### src/cse_pkg.sv
// Shared types, codes and character helpers for the string escape decoder.
package cse_pkg;

	localparam logic [2:0] M_AWAIT = 3'd0;
	localparam logic [2:0] M_BODY  = 3'd1;
	localparam logic [2:0] M_ESC   = 3'd2;
	localparam logic [2:0] M_HEX   = 3'd3;
	localparam logic [2:0] M_OCT   = 3'd4;
	localparam logic [2:0] M_DONE  = 3'd5;
	localparam logic [2:0] M_FAIL  = 3'd6;

	localparam logic [1:0] ST_OK      = 2'd0;
	localparam logic [1:0] ST_UNTERM  = 2'd1;
	localparam logic [1:0] ST_UNKNOWN = 2'd2;

	localparam logic [7:0] CH_BSLASH = 8'h5C;
	localparam logic [7:0] CH_X      = 8'h78;
	localparam logic [7:0] CH_ZERO   = 8'h30;

	typedef struct packed {
		logic [7:0] out_byte;
		logic       has_byte;
		logic       last;
		logic [1:0] status;
	} result_t;

	typedef struct packed {
		logic       emit;
		result_t    res;
		logic [2:0] next_mode;
	} body_t;

	// hex value in low nibble, bit 4 set when c is a hex digit
	function automatic logic [4:0] hex_digit(input logic [7:0] c);
		logic [4:0] r;
		r = 5'd0;
		if (c inside {[8'h30:8'h39]}) begin
			r = {1'b1, c[3:0]};
		end else if (c inside {[8'h61:8'h66], [8'h41:8'h46]}) begin
			r = {1'b1, c[3:0] + 4'd9};
		end
		return r;
	endfunction

	// decoded value in low byte, bit 8 set when c is a simple escape
	function automatic logic [8:0] simple_escape(input logic [7:0] c);
		logic [8:0] r;
		r = 9'd0;
		case (c)
			8'h27, 8'h22, 8'h3F, 8'h5C: r = {1'b1, c};
			8'h61: r = {1'b1, 8'h07};
			8'h62: r = {1'b1, 8'h08};
			8'h66: r = {1'b1, 8'h0C};
			8'h6E: r = {1'b1, 8'h0A};
			8'h72: r = {1'b1, 8'h0D};
			8'h74: r = {1'b1, 8'h09};
			8'h76: r = {1'b1, 8'h0B};
			default: r = 9'd0;
		endcase
		return r;
	endfunction

	function automatic logic is_octal(input logic [7:0] c);
		return c inside {[8'h30:8'h37]};
	endfunction

	// one byte seen in the body of the literal
	function automatic body_t body_byte(input logic [7:0] c, input logic [7:0] delim);
		body_t b;
		b.emit = 1'b1;
		b.next_mode = M_BODY;
		b.res = '{out_byte: c, has_byte: 1'b1, last: 1'b0, status: ST_OK};
		if (c == delim) begin
			b.res = '{out_byte: 8'h00, has_byte: 1'b0, last: 1'b1, status: ST_OK};
			b.next_mode = M_DONE;
		end else if (c == CH_BSLASH) begin
			b.emit = 1'b0;
			b.next_mode = M_ESC;
		end
		return b;
	endfunction

endpackage

### src/cse_if.sv
// Valid/ready stream interfaces for input characters and decoded results.
interface cse_in_if;
	logic       valid;
	logic       ready;
	logic [7:0] byte_in;
	logic       end_of_text;

	modport source (output valid, output byte_in, output end_of_text, input ready);
	modport sink (input valid, input byte_in, input end_of_text, output ready);
endinterface

interface cse_out_if;
	logic       valid;
	logic       ready;
	logic [7:0] out_byte;
	logic       has_byte;
	logic       last;
	logic [1:0] status;

	modport source (output valid, output out_byte, output has_byte, output last,
		output status, input ready);
	modport sink (input valid, input out_byte, input has_byte, input last,
		input status, output ready);
endinterface

### src/c_string_escape_decoder.sv
// C string literal escape decoder: one character per request, up to two results each.
//
//  channel   dir   handshake      payload
//  chars     in    valid/ready    byte_in[7:0], end_of_text
//  results   out   valid/ready    out_byte[7:0], has_byte, last, status[1:0]
//
// One character is taken every cycle that chars.ready is high; the decode is
// combinational logic into a two-entry result register. A character that yields
// two results (a hex or octal escape ended by a non-digit) holds chars.ready low
// while the second result drains. arst_n clears mode, delimiter, escape state
// and result valids.
// Stalls on results back up into chars.ready; no request is lost.
module c_string_escape_decoder
	import cse_pkg::*;
(
	input  logic      clk,
	input  logic      arst_n,
	cse_in_if.sink    chars,
	cse_out_if.source results
);

	logic [2:0] mode_q;
	logic [7:0] delim_q;
	logic [7:0] esc_q;
	logic [1:0] oct_q;

	result_t    slot_a_q, slot_b_q;
	logic       a_vld_q, b_vld_q;

	logic       acc, out_fire;

	logic [2:0] mode_d;
	logic [7:0] delim_d;
	logic [7:0] esc_d;
	logic [1:0] oct_d;
	logic       r0_v, r1_v;
	result_t    r0, r1;

	body_t      bb;
	logic [4:0] hx;
	logic [8:0] se;
	logic [1:0] oct_inc;
	logic [7:0] c;

	assign chars.ready = !a_vld_q || (!b_vld_q && results.ready);
	assign acc         = chars.valid && chars.ready;
	assign out_fire    = results.valid && results.ready;

	assign c       = chars.byte_in;
	assign bb      = body_byte(c, delim_q);
	assign hx      = hex_digit(c);
	assign se      = simple_escape(c);
	assign oct_inc = oct_q + 2'd1;

	always_comb begin
		mode_d  = mode_q;
		delim_d = delim_q;
		esc_d   = esc_q;
		oct_d   = oct_q;
		r0_v    = 1'b0;
		r1_v    = 1'b0;
		r0      = '{out_byte: esc_q, has_byte: 1'b1, last: 1'b0, status: ST_OK};
		r1      = bb.res;
		if (chars.end_of_text) begin
			mode_d = M_AWAIT;
			esc_d  = 8'h00;
			oct_d  = 2'd0;
			if (mode_q == M_AWAIT || mode_q == M_BODY) begin
				r0_v = 1'b1;
				r0   = '{out_byte: 8'h00, has_byte: 1'b0, last: 1'b1, status: ST_OK};
			end else if (mode_q == M_ESC || mode_q == M_HEX || mode_q == M_OCT) begin
				r0_v = 1'b1;
				r0   = '{out_byte: 8'h00, has_byte: 1'b0, last: 1'b1, status: ST_UNTERM};
			end
		end else begin
			case (mode_q)
				M_AWAIT: begin
					delim_d = c;
					mode_d  = M_BODY;
				end
				M_BODY: begin
					r0_v   = bb.emit;
					r0     = bb.res;
					mode_d = bb.next_mode;
				end
				M_ESC: begin
					if (se[8]) begin
						r0_v   = 1'b1;
						r0     = '{out_byte: se[7:0], has_byte: 1'b1, last: 1'b0,
							status: ST_OK};
						mode_d = M_BODY;
					end else if (c == CH_X) begin
						esc_d  = 8'h00;
						mode_d = M_HEX;
					end else if (is_octal(c)) begin
						esc_d  = c - CH_ZERO;
						oct_d  = 2'd1;
						mode_d = M_OCT;
					end else begin
						r0_v   = 1'b1;
						r0     = '{out_byte: c, has_byte: 1'b0, last: 1'b1,
							status: ST_UNKNOWN};
						mode_d = M_FAIL;
					end
				end
				M_HEX: begin
					if (hx[4]) begin
						esc_d = {esc_q[3:0], hx[3:0]};
					end else begin
						// escape value first, then the terminating byte as body
						r0_v   = 1'b1;
						r1_v   = bb.emit;
						mode_d = bb.next_mode;
					end
				end
				M_OCT: begin
					if (is_octal(c)) begin
						esc_d = {esc_q[4:0], c[2:0]};
						oct_d = oct_inc;
						if (oct_inc == 2'd3 || oct_inc == 2'd0) begin
							r0_v   = 1'b1;
							r0     = '{out_byte: {esc_q[4:0], c[2:0]}, has_byte: 1'b1,
								last: 1'b0, status: ST_OK};
							oct_d  = 2'd0;
							mode_d = M_BODY;
						end
					end else begin
						r0_v   = 1'b1;
						r1_v   = bb.emit;
						oct_d  = 2'd0;
						mode_d = bb.next_mode;
					end
				end
				default: begin
					mode_d = mode_q;
				end
			endcase
		end
	end

	always_ff @(posedge clk or negedge arst_n) begin
		if (!arst_n) begin
			mode_q  <= M_AWAIT;
			delim_q <= 8'h00;
			esc_q   <= 8'h00;
			oct_q   <= 2'd0;
		end else if (acc) begin
			mode_q  <= mode_d;
			delim_q <= delim_d;
			esc_q   <= esc_d;
			oct_q   <= oct_d;
		end
	end

	// result slots: a is the head, b holds a second result of the same request
	always_ff @(posedge clk or negedge arst_n) begin
		if (!arst_n) begin
			a_vld_q <= 1'b0;
			b_vld_q <= 1'b0;
		end else if (acc) begin
			a_vld_q <= r0_v || r1_v;
			b_vld_q <= r0_v && r1_v;
		end else if (out_fire) begin
			a_vld_q <= b_vld_q;
			b_vld_q <= 1'b0;
		end
	end

	always_ff @(posedge clk) begin
		if (acc) begin
			slot_a_q <= r0_v ? r0 : r1;
			slot_b_q <= r1;
		end else if (out_fire) begin
			slot_a_q <= slot_b_q;
		end
	end

	assign results.valid    = a_vld_q;
	assign results.out_byte = slot_a_q.out_byte;
	assign results.has_byte = slot_a_q.has_byte;
	assign results.last     = slot_a_q.last;
	assign results.status   = slot_a_q.status;

`ifndef SYNTHESIS
	a_slot_order: assert property (@(posedge clk) disable iff (!arst_n)
		b_vld_q |-> a_vld_q)
		else $error("second result slot valid without head");

	a_no_overrun: assert property (@(posedge clk) disable iff (!arst_n)
		acc |-> (!a_vld_q || out_fire))
		else $error("request accepted over a pending result");

	a_second_drains: assert property (@(posedge clk) disable iff (!arst_n)
		(out_fire && b_vld_q && !acc) |=> (a_vld_q && !b_vld_q))
		else $error("second result lost on drain");

	a_last_stops: assert property (@(posedge clk) disable iff (!arst_n)
		(acc && !chars.end_of_text && r0_v && r0.last) |=>
		(mode_q == M_DONE || mode_q == M_FAIL))
		else $error("final result without closing mode");
`endif

endmodule
### src/flat_wrapper.sv
// flat-port wrapper written by rule: the top's interface ports become plain ports
module c_string_escape_decoder_flat import cse_pkg::*;
  (clk, arst_n, chars_valid, chars_byte_in, chars_end_of_text, chars_ready, results_valid, results_out_byte, results_has_byte, results_last, results_status, results_ready);
  cse_in_if chars_i ();
  cse_out_if results_i ();
  input  logic clk;
  input  logic arst_n;
  input wire logic [$bits(chars_i.valid)-1:0] chars_valid;
  input wire logic [$bits(chars_i.byte_in)-1:0] chars_byte_in;
  input wire logic [$bits(chars_i.end_of_text)-1:0] chars_end_of_text;
  output wire logic [$bits(chars_i.ready)-1:0] chars_ready;
  output wire logic [$bits(results_i.valid)-1:0] results_valid;
  output wire logic [$bits(results_i.out_byte)-1:0] results_out_byte;
  output wire logic [$bits(results_i.has_byte)-1:0] results_has_byte;
  output wire logic [$bits(results_i.last)-1:0] results_last;
  output wire logic [$bits(results_i.status)-1:0] results_status;
  input wire logic [$bits(results_i.ready)-1:0] results_ready;
  assign chars_i.valid = chars_valid;
  assign chars_i.byte_in = chars_byte_in;
  assign chars_i.end_of_text = chars_end_of_text;
  assign chars_ready = chars_i.ready;
  assign results_valid = results_i.valid;
  assign results_out_byte = results_i.out_byte;
  assign results_has_byte = results_i.has_byte;
  assign results_last = results_i.last;
  assign results_status = results_i.status;
  assign results_i.ready = results_ready;
  c_string_escape_decoder u_core (.clk(clk), .arst_n(arst_n), .chars(chars_i), .results(results_i));
endmodule
### config.mk
export PLATFORM = sky130hd
export DESIGN_NAME = c_string_escape_decoder_flat
export DESIGN_NICKNAME = d
export VERILOG_FILES = /design/src/cse_pkg.sv /design/src/cse_if.sv /design/src/c_string_escape_decoder.sv /design/src/flat_wrapper.sv
export SDC_FILE = /design/constraint.sdc
export NUM_CORES = 1
export LEC_CHECK = 0
export ABC_AREA = 0
export BUFFER_PORTS_ARGS = -buffer_cell sky130_fd_sc_hd__buf_2
export CAP_MARGIN = 20
export CORE_MARGIN = 4
export CORE_UTILIZATION = 45
export CTS_CLUSTER_SIZE = 30
export DETAILED_ROUTE_END_ITERATION = 8
export PLACE_DENSITY = 0.69
export SYNTH_ARGS = -nofsm -noshare
export SYNTH_HDL_FRONTEND = slang
export SYNTH_SLANG_ARGS = --single-unit
### constraint.sdc
create_clock -name clk -period 7 [get_ports clk]
set_input_delay 0.7 -clock clk [delete_from_list [all_inputs] [get_ports clk]]
set_output_delay 0.7 -clock clk [all_outputs]
set_load 0.01 [all_outputs]
==> flow_summary.toml, run 1 <==
[worst_setup_path]
slowest_delay_ns = 0.75
cp-start-kind = "input port"
crit_chain = "buf_2 > inv_1 > ha_1 > and3b_1 > and3_1 > nor3_2 > a21oi_4 > o41ai_4 > a211oi_1 > a221o_1"
crit_type = "in2reg"
arrival_ns = 3.61
cp_num_buf_inv = 2
slowest_stage = "o41ai_4"
cpLargestDelayFamily = "compound AO/OA/AOI/OAI gates"
cp.required_ns = 7.07
crit_path_end_kind = "register"
crit_fanout = 15

[detailed_routing]
finalWirelength_um = 9840
wl_per_cell_um = 20.4
drt-initial-drc-count = 350
via_per_inst = 6.24
firstDrtPassIters = 8
ant_nets = 0
vias = 3016
drc_errors = 0

[power]
ir_drop_uv = 91.1
p_leak_nw = 1.48
powerDensity_nw_per_um2 = 207

[cells_and_area]
diodes = 0
final_cell_area_sq_um = 3620
n_fill_cell = 683
area_growth_pct = 7.46
final_layout_size_suffix_gt1_share_pct = 15.4
final_cell_count_no_fill = 483
nNetsFinal = 407
final_common_cell = "nand2_1"
most-common-layout-cells = "nand2_1 (43), nor2_1 (35), buf_2 (26)"

[synth]
synth_top_family_by_area = "compound AO/OA/AOI/OAI gates"
synthDistinctLibCells = 79
synth_seq_area_share_pct = 36.7
synth_mux_area_share_pct = 1.56
ys_async_sr_fraction_pct = 51.1
synth_area_per_cell_sq_um = 9.16
synth_fa_ha_area_share_pct = 4.08
syn_area_sq_um = 3370
synth_xor_area_share_pct = 2.86
syn_inst = 368
synth_compound_area_share_pct = 27.2
synth_ff_type = "dfrtp_1"
ys_ff_latch = 45
syn_nets = 392
yosys.area_share.simple_pct = 22.0
synth.yosys.warnings = 0
synth_edf_count = 22

[floorplan]
die_h_um = 94.5
dieArea_sq_um = 8940
coreArea_sq_um = 7250
start_util_pct = 46.5
io_pins = 27
die_w_um = 94.5
rows = 31

[sta]
fmax_mhz = 282
rsz0062_at_grt = "no"
fin_crit_ns = 3.54
fin_tns_setup_ns = 0
slew_headroom_pct = 45.9
setup_viol = 0
finClkSkew_ns = 0.00702
final.period_utilization_pct = 50.6
hold_violations = 0
worst_pin_slew_ns = 0.809
report.final.slew_viol_count = 0

[place]
port_buffers = 26
dp_cells = 474
place_area_sq_um = 3520
place_congestion = 0.957
dp_hpwl_um = 7190

[clocking]
postCtsHoldBufs = 0
cts_resized = 0
path_clk_slew_ns = 0.10
cts_sinks = 45
cts_tree = "built"
clk_path_buf_depth = 2
htreeDepth = 2
clock_latency_ns = 0.32
numCtsBuffers = 5
post_cts_buffers = 0
cts-root-buf = "clkbuf_8"

[run]
maxCapViolCount = 0

[global_routing]
grt_max_degree = 24
grt_overflow_total = 0
grt_pass1_vias = 2903
grt_pass1_wl_um = 15900
antenna_found_initial = 0
track_usage_pct = 23.4

[min_path]
hold_path.class = "in2async"

[status]
status = "completed"
==> logic make-up after synthesis <==
group | after synthesis
fa+ha+maj | 11
xor+xnor | 11
compound gates | 118
buf+inv | 42
simple gates | 136
mux | 5
flops | 45
==> final timing paths <==
path                                              endpoint  slack (ns)              from  cells past startpoint
worst min register to register             u_core.esc_q[6]        0.51   u_core.esc_q[6]                      1
max in group asynchronous                 u_core.mode_q[2]        6.26            arst_n                      1
worst min-delay path                       u_core.esc_q[2]        0.36            arst_n                      1
worst max-delay path            u_core.results.out_byte[7]        3.46  chars_byte_in[4]                     10
min in group clk                           u_core.esc_q[6]        0.51   u_core.esc_q[6]                      1
worst max register to register  u_core.results.out_byte[7]        4.13   u_core.oct_q[0]                      8
==> per-stage QoR <==
step / worst slack (ns) / total power, mW / utilization, % / hold slack [ns]
2_1_floorplan: 3.84 / 0.510 / - / 0.404
3_3_place_gp: 3.25 / 0.572 / 48.5 / 0.483
3_5_place_dp: 3.19 / 0.575 / 48.5 / 0.483
4_1_cts: 3.51 / 0.748 / 49.8 / 0.395
5_1_grt: 3.31 / 0.794 / 49.9 / 0.409
6_report: 3.46 / 0.748 / 49.9 / 0.364
==> sequential cells by signal, indices dropped and copies added, names as in the netlist <==
register                 flops
u_core.results.status        2
u_core.b_vld_q               1
u_core.esc_q                 8
u_core.results.out_byte      8
u_core.results.last          1
u_core.delim_q               8
u_core.results.valid         1
u_core.mode_q                3
u_core.slot_b_q             10
u_core.oct_q                 2
u_core.results.has_byte      1
==> synthesized netlist by cell type (3+ instances only) <==
library cell  number  area [sq um]
nand2_1           43           161
nor2_1            35           131
dfrtp_1           23           576
edfxtp_1          22           661
inv_1             21          78.8
o21ai_0           18          90.1
a21oi_1           17          85.1
ha_1              11           138
clkbuf_1          10          37.5
a221o_1            9          90.1
xor2_1             9          78.8
nor3_1             8          40.0
a221oi_1           7          61.3
nand2b_1           7          43.8
nand3_1            6          30.0
o2bb2ai_1          6          52.6
a22oi_1            5          37.5
and2_1             5          31.3
buf_2              5          25.0
o211ai_1           5          37.5
a211oi_1           4          30.0
nor2b_1            4          25.0
a31oi_1            3          18.8
buf_6              3          33.8
mux2i_1            3          30.0
nand4_1            3          18.8
o221ai_1           3          26.3
o22ai_1            3          18.8
o31ai_1            3          22.5
==> worst register-to-register path, delay by kind of cell (launching register included) <==
kind / cells / cell delay [ns]
AO/OA/AOI/OAI: 5 / 1.43
XOR/XNOR: 1 / 0.41
adder cells (fa/ha/maj): 1 / 0.31
buffers and inverters: 1 / 0.06
flip-flops: 1 / 0.41
==> report_power, final <==
group / internal [mW] / leakage (nW) / switching, mW
sequential: 0.323 / 0.513 / 0.0255
clock: 0.0722 / 0.0447 / 0.103
combinational: 0.0831 / 0.922 / 0.142
==> layer usage <==
metal	track usage, %	wire length [um]	up-vias
li1	-	-	1414
met1	32.2	4210	1435
met2	35.9	4570	141
met3	3.90	733	26
met4	11.2	325	0
met5	0	0	-
==> final cells by class <==
class / count / area, sq um / share of cell area, %
Sequential cell: 45 / 1240 / 34.1
Tap cell: 99 / 124 / 3.42
Multi-Input combinational cell: 281 / 1940 / 53.7
Clock buffer: 5 / 68.8 / 1.90
Timing Repair Buffer: 27 / 138 / 3.80
Inverter: 23 / 86.3 / 2.38
Clock inverter: 3 / 25.0 / 0.691
No activity file was read; power rests on OpenSTA's default activity.
==> inputs of run 2 (changes only) <==
Settings changed: ABC_AREA 0 to 1, PLACE_DENSITY 0.69 to 0.68.
Clock period 7 ns to 3.35 ns, I/O delays scaled along.
==> flow_summary.toml, run 2 <==
[worst_setup_path]
cp-start-kind = "register"
cp.required_ns = 3.41
crit_fanout = 13
crit_path_end_kind = "register"
worstRegToRegCells = 11
slowest_stage = "dfrtp_1"
crit_start = "u_core.mode_q[0]"
r2r_end = "u_core.results.last"
arrival_ns = 2.48
crit_chain = "nor2_1 > nand2_1 > inv_1 > nor2_1 > inv_1 > nor2_1 > nand2_1 > nand2_4 > nand2_1 > nand3_1 > nand2_1"
r2r-start = "u_core.mode_q[0]"
crit_end = "u_core.results.last"
crit_type = "reg2reg"
path_common_cell = "nand2_1"
slowest_delay_ns = 0.39
rrSetupSlack_ns = 0.94

[sta]
finClkSkew_ns = 0.00550
report.final.slew_viol_count = 0
hold-worst-slack_ns = 0.0299
hold_violations = 0
fmax_mhz = 415
setup_viol = 0
slew_headroom_pct = 54.1
final.period_utilization_pct = 72.0
setup_ws_ns = 0.938
worst_pin_slew_ns = 0.686
rsz0062_at_grt = "no"
fin_crit_ns = 2.41
fin_tns_setup_ns = 0

[cells_and_area]
largest_reg_flops = 10
final_common_cell = "nand2_1"
area_growth_pct = 7.27
final_layout_size_suffix_gt1_share_pct = 20.0
nNetsFinal = 564
regMostFlops = "u_core.slot_b_q"
diodes = 0
most-common-layout-cells = "nand2_1 (177), nor2_1 (46), inv_1 (42)"

[run]
maxCapViolCount = 0

[synth]
synthDistinctLibCells = 46
synth_top_area_cell = "nand2_1"
synth_area_per_cell_sq_um = 7.19
synth_area_leaders = "nand2_1 (18%), edfxtp_1 (18%), dfrtp_1 (15%)"
ys_async_sr_fraction_pct = 51.1
synth_commonest_cells = "nand2_1 (177), nor2_1 (46), inv_1 (42), nand3_1 (38), o21ai_0 (26)"
syn_area_sq_um = 3730
syn_inst = 519
synth_ff_type = "dfrtp_1"
synth_edf_count = 22
syn_nets = 543
synth.yosys.warnings = 0
synth_top_cell_area_share_pct = 17.8
ys_ff_latch = 45
synth_most_common_cell = "nand2_1"
synth_seq_area_share_pct = 33.1

[place]
port_buffers = 26
place_congestion = 0.950
dp_hpwl_um = 7460
preCtsSetupSlack_ns = 0.725

[clocking]
cts_resized = 0
clk_path_buf_depth = 2
htreeDepth = 2
cts_sinks = 45
post_cts_buffers = 0
cts-root-buf = "clkbuf_8"
clock_latency_ns = 0.30
cts_tree = "built"
postCtsHoldBufs = 0
numCtsBuffers = 5
path_clk_slew_ns = 0.09

[global_routing]
grt_pass1_vias = 3326
antenna_found_initial = 0
grt_pass1_wl_um = 16700
grt_max_degree = 25
grt_overflow_total = 0
track_usage_pct = 20.8

[detailed_routing]
wl_met3_um = 485
routed-wl-met2_um = 4560
vias = 3395
firstDrtPassIters = 4
wl_per_cell_um = 15.1
topRoutingLayerUsed = "met4"
ant_nets = 0
drt-initial-drc-count = 233
finalWirelength_um = 9700
via_per_inst = 5.28
drc_errors = 0
met1_length_um = 4460

[status]
status = "completed"

[floorplan]
io_pins = 27
dieArea_sq_um = 9810
die_w_um = 99.1
die_h_um = 99.1
rows = 32
coreArea_sq_um = 7890
start_util_pct = 47.3

[power]
p_total_mw = 1.84
ir_drop_uv = 234
p_leak_nw = 1.91
powerDensity_nw_per_um2 = 459

[min_path]
hold_path.class = "in2async"
## run 2: final cells by class
type / count / area (sq um)
Clock buffer: 5 / 68.8
Clock inverter: 3 / 17.5
Fill cell: 800 / 3880
Inverter: 55 / 211
Multi-Input combinational cell: 406 / 2200
Sequential cell: 45 / 1240
Tap cell: 102 / 128
Timing Repair Buffer: 27 / 138
## run 2: worst min-delay path by stage
| stage | from | end | slack, ns |
|---|---|---|---|
| 2_1_floorplan | arst_n | u_core.b_vld_q | 0.04 |
| 3_3_place_gp | arst_n | u_core.oct_q[1] | 0.37 |
| 3_5_place_dp | arst_n | u_core.delim_q[1] | 0.37 |
| 4_1_cts | arst_n | u_core.delim_q[1] | 0.04 |
| 5_1_grt | arst_n | u_core.b_vld_q | 0.06 |
| 6_report | arst_n | u_core.b_vld_q | 0.03 |
## run 2: stage by stage
step | util, % | cells | cell area, sq um
after floorplan | - | 519 | 3730
after global placement | 49.7 | 635 | 3920
after detailed placement | 49.7 | 635 | 3920
after CTS | 50.8 | 643 | 4000
after global routing | 50.8 | 643 | 4000
final | 50.8 | 643 | 4000
## run 2: routing by layer
metal	track usage [%]	vias up
met4	5.46	0
met5	0	-
met2	34.1	91
met3	2.69	20
met1	29.0	1555
li1	-	1729
## run 2: power by group
part | switching, mW | leakage, nW | total (mW) | internal [mW]
clock | 0.195 | 0.0455 | 0.340 | 0.145
sequential | 0.0857 | 0.508 | 0.813 | 0.727
combinational | 0.441 | 1.36 | 0.686 | 0.245
## run 2: logic make-up (layout without fill, tap and decap cells)
logic type      Yosys count  after routing  share of synthesized area, %
compound gates           69             69                          11.8
xor+xnor                  7              7                          1.64
fa+ha+maj                11             11                          3.69
buf+inv                  68             90                          7.81
flops                    45             45                          33.1
simple gates            319            319                          41.9
## run 2: worst max-delay path, delay by kind of cell, from the launching register on
| family | cells | cell delay [ns] |
|---|---|---|
| buffers and inverters | 2 | 0.48 |
| and+or+nand+nor | 9 | 1.31 |
| DFF | 1 | 0.39 |
==> inputs of run 3 (changes only) <==
Clock period 3.35 ns to 2.24 ns, I/O delays scaled along.
==> flow_summary.toml, run 3 (synthesized netlist as in run 2, its figures left out) <==
[floorplan]
dieArea_sq_um = 9810
coreArea_sq_um = 7890
die_h_um = 99.1
rows = 32
die_w_um = 99.1
start_util_pct = 47.3
io_pins = 27

[detailed_routing]
wl_met3_um = 566
met1_length_um = 4480
finalWirelength_um = 10000
ant_nets = 0
drc_errors = 0
topRoutingLayerUsed = "met4"
via_per_inst = 5.28
vias = 3582
wl_per_cell_um = 14.7
drt-initial-drc-count = 235
firstDrtPassIters = 5
routed-wl-met2_um = 4780

[sta]
final.period_utilization_pct = 93.5
setup_viol = 0
worst_pin_slew_ns = 0.649
hold_violations = 0
finClkSkew_ns = 0.00430
fmax_mhz = 477
fin_crit_ns = 2.09
report.final.slew_viol_count = 0
slew_headroom_pct = 56.7
rsz0062_at_grt = "no"

[worst_setup_path]
crit_fanout = 6
cp.required_ns = 2.31
arrival_ns = 2.17
cp-start-kind = "register"
crit_path_end_kind = "register"
crit_type = "reg2reg"

[clocking]
clock_latency_ns = 0.31
cts_sinks = 45
clk_path_buf_depth = 2
path_clk_slew_ns = 0.10
htreeDepth = 2
cts_tree = "built"
numCtsBuffers = 5
cts-root-buf = "clkbuf_8"

[place]
port_buffers = 26
dp_hpwl_um = 7710
place_congestion = 1.04

[cells_and_area]
area_growth_pct = 15.2
most-common-layout-cells = "nand2_1 (176), nor2_1 (46), inv_1 (39)"
final_common_cell = "nand2_1"
regMostFlops = "u_core.slot_b_q"
final_layout_size_suffix_gt1_share_pct = 26.0
nNetsFinal = 600
diodes = 0
post-route-util_pct = 54.5
largest_reg_flops = 10

[power]
ir_drop_uv = 258
p_leak_nw = 2.08
powerDensity_nw_per_um2 = 669
p_total_mw = 2.88

[global_routing]
antenna_found_initial = 0
grt_pass1_vias = 3370
grt_pass1_wl_um = 16700
track_usage_pct = 20.9
grt_max_degree = 24
grt_overflow_total = 0

[min_path]
hold_path.class = "in2reg"

[run]
maxCapViolCount = 0

[status]
status = "completed"
## run 3: cell types whose count changed in the layout (fill, tap and decap cells not counted), sizes merged
cell / change
nand2: +1
inv: +1
clkinv: -2
buf: +34
dlygate4sd3: +1
clkinvlp: +1
## run 3: final cells by class
class / count / area, sq um
clock buffers: 5 / 68.8
clock inverters: 3 / 25.0
fillers: 788 / 3590
inverters: 55 / 211
multi-input cells: 407 / 2230
flip-flops and latches: 45 / 1240
well taps: 102 / 128
repair buffers: 62 / 403
## run 3: layer usage
layer | track usage (%) | vias to the layer above
li1 | - | 1809
met5 | 0 | -
met4 | 5.04 | 0
met2 | 35.1 | 135
met3 | 3.33 | 20
met1 | 28.1 | 1618
## run 3: final timing paths
check                                 start                   to  slack, ns  cells after the start
min                        chars_byte_in[0]    u_core.delim_q[0]       0.29                      3
min reg2reg                 u_core.esc_q[6]      u_core.esc_q[6]       0.50                      2
min in group asynchronous            arst_n      u_core.oct_q[1]       0.45                      2
max reg2reg                 u_core.oct_q[0]  u_core.results.last       0.15                     15
max in group asynchronous            arst_n      u_core.esc_q[7]       1.40                      2
max                         u_core.oct_q[0]  u_core.results.last       0.15                     15
## run 3: power breakdown
part / switching (mW) / internal [mW] / total (mW)
Clock: 0.333 / 0.226 / 0.559
Sequential: 0.128 / 1.09 / 1.22
Combinational: 0.682 / 0.421 / 1.10
Total: 1.14 / 1.74 / 2.88
## run 3: stage by stage
stage          cells  setup TNS (ns)  instance area [sq um]  hold slack (ns)  setup WS [ns]
2_1_floorplan    519               0                   3730          -0.0716          0.300
3_3_place_gp     667        -0.00103                   4160            0.266       -0.00103
3_5_place_dp     667          -0.187                   4160            0.274        -0.0457
4_1_cts          676               0                   4260            0.277         0.0190
5_1_grt          679               0                   4300            0.301        0.00455
6_report         679               0                   4300            0.289          0.145
## run 3: what timing repair did
item / CTS / global route
buffers inserted: 0 / 2
endpoints found under the hold margin: 23 / 0
gates resized for setup: 0 / 7
hold buffers: 1 / 0
setup endpoints to repair: 0 / 13
## run 3: worst max-delay path, stage by stage, from the launching register on
cell and delay [ns]:
dfrtp_1 0.42, inv_2 0.09, ha_4 0.20, inv_1 0.05
nand2_1 0.04, and2_2 0.21, inv_1 0.08, nand2_1 0.05
nand2_1 0.10, nand2_1 0.08, inv_2 0.07, nand4_4 0.11
nand2_4 0.15, nand2_1 0.07, nand3_1 0.08, nand2_1 0.05
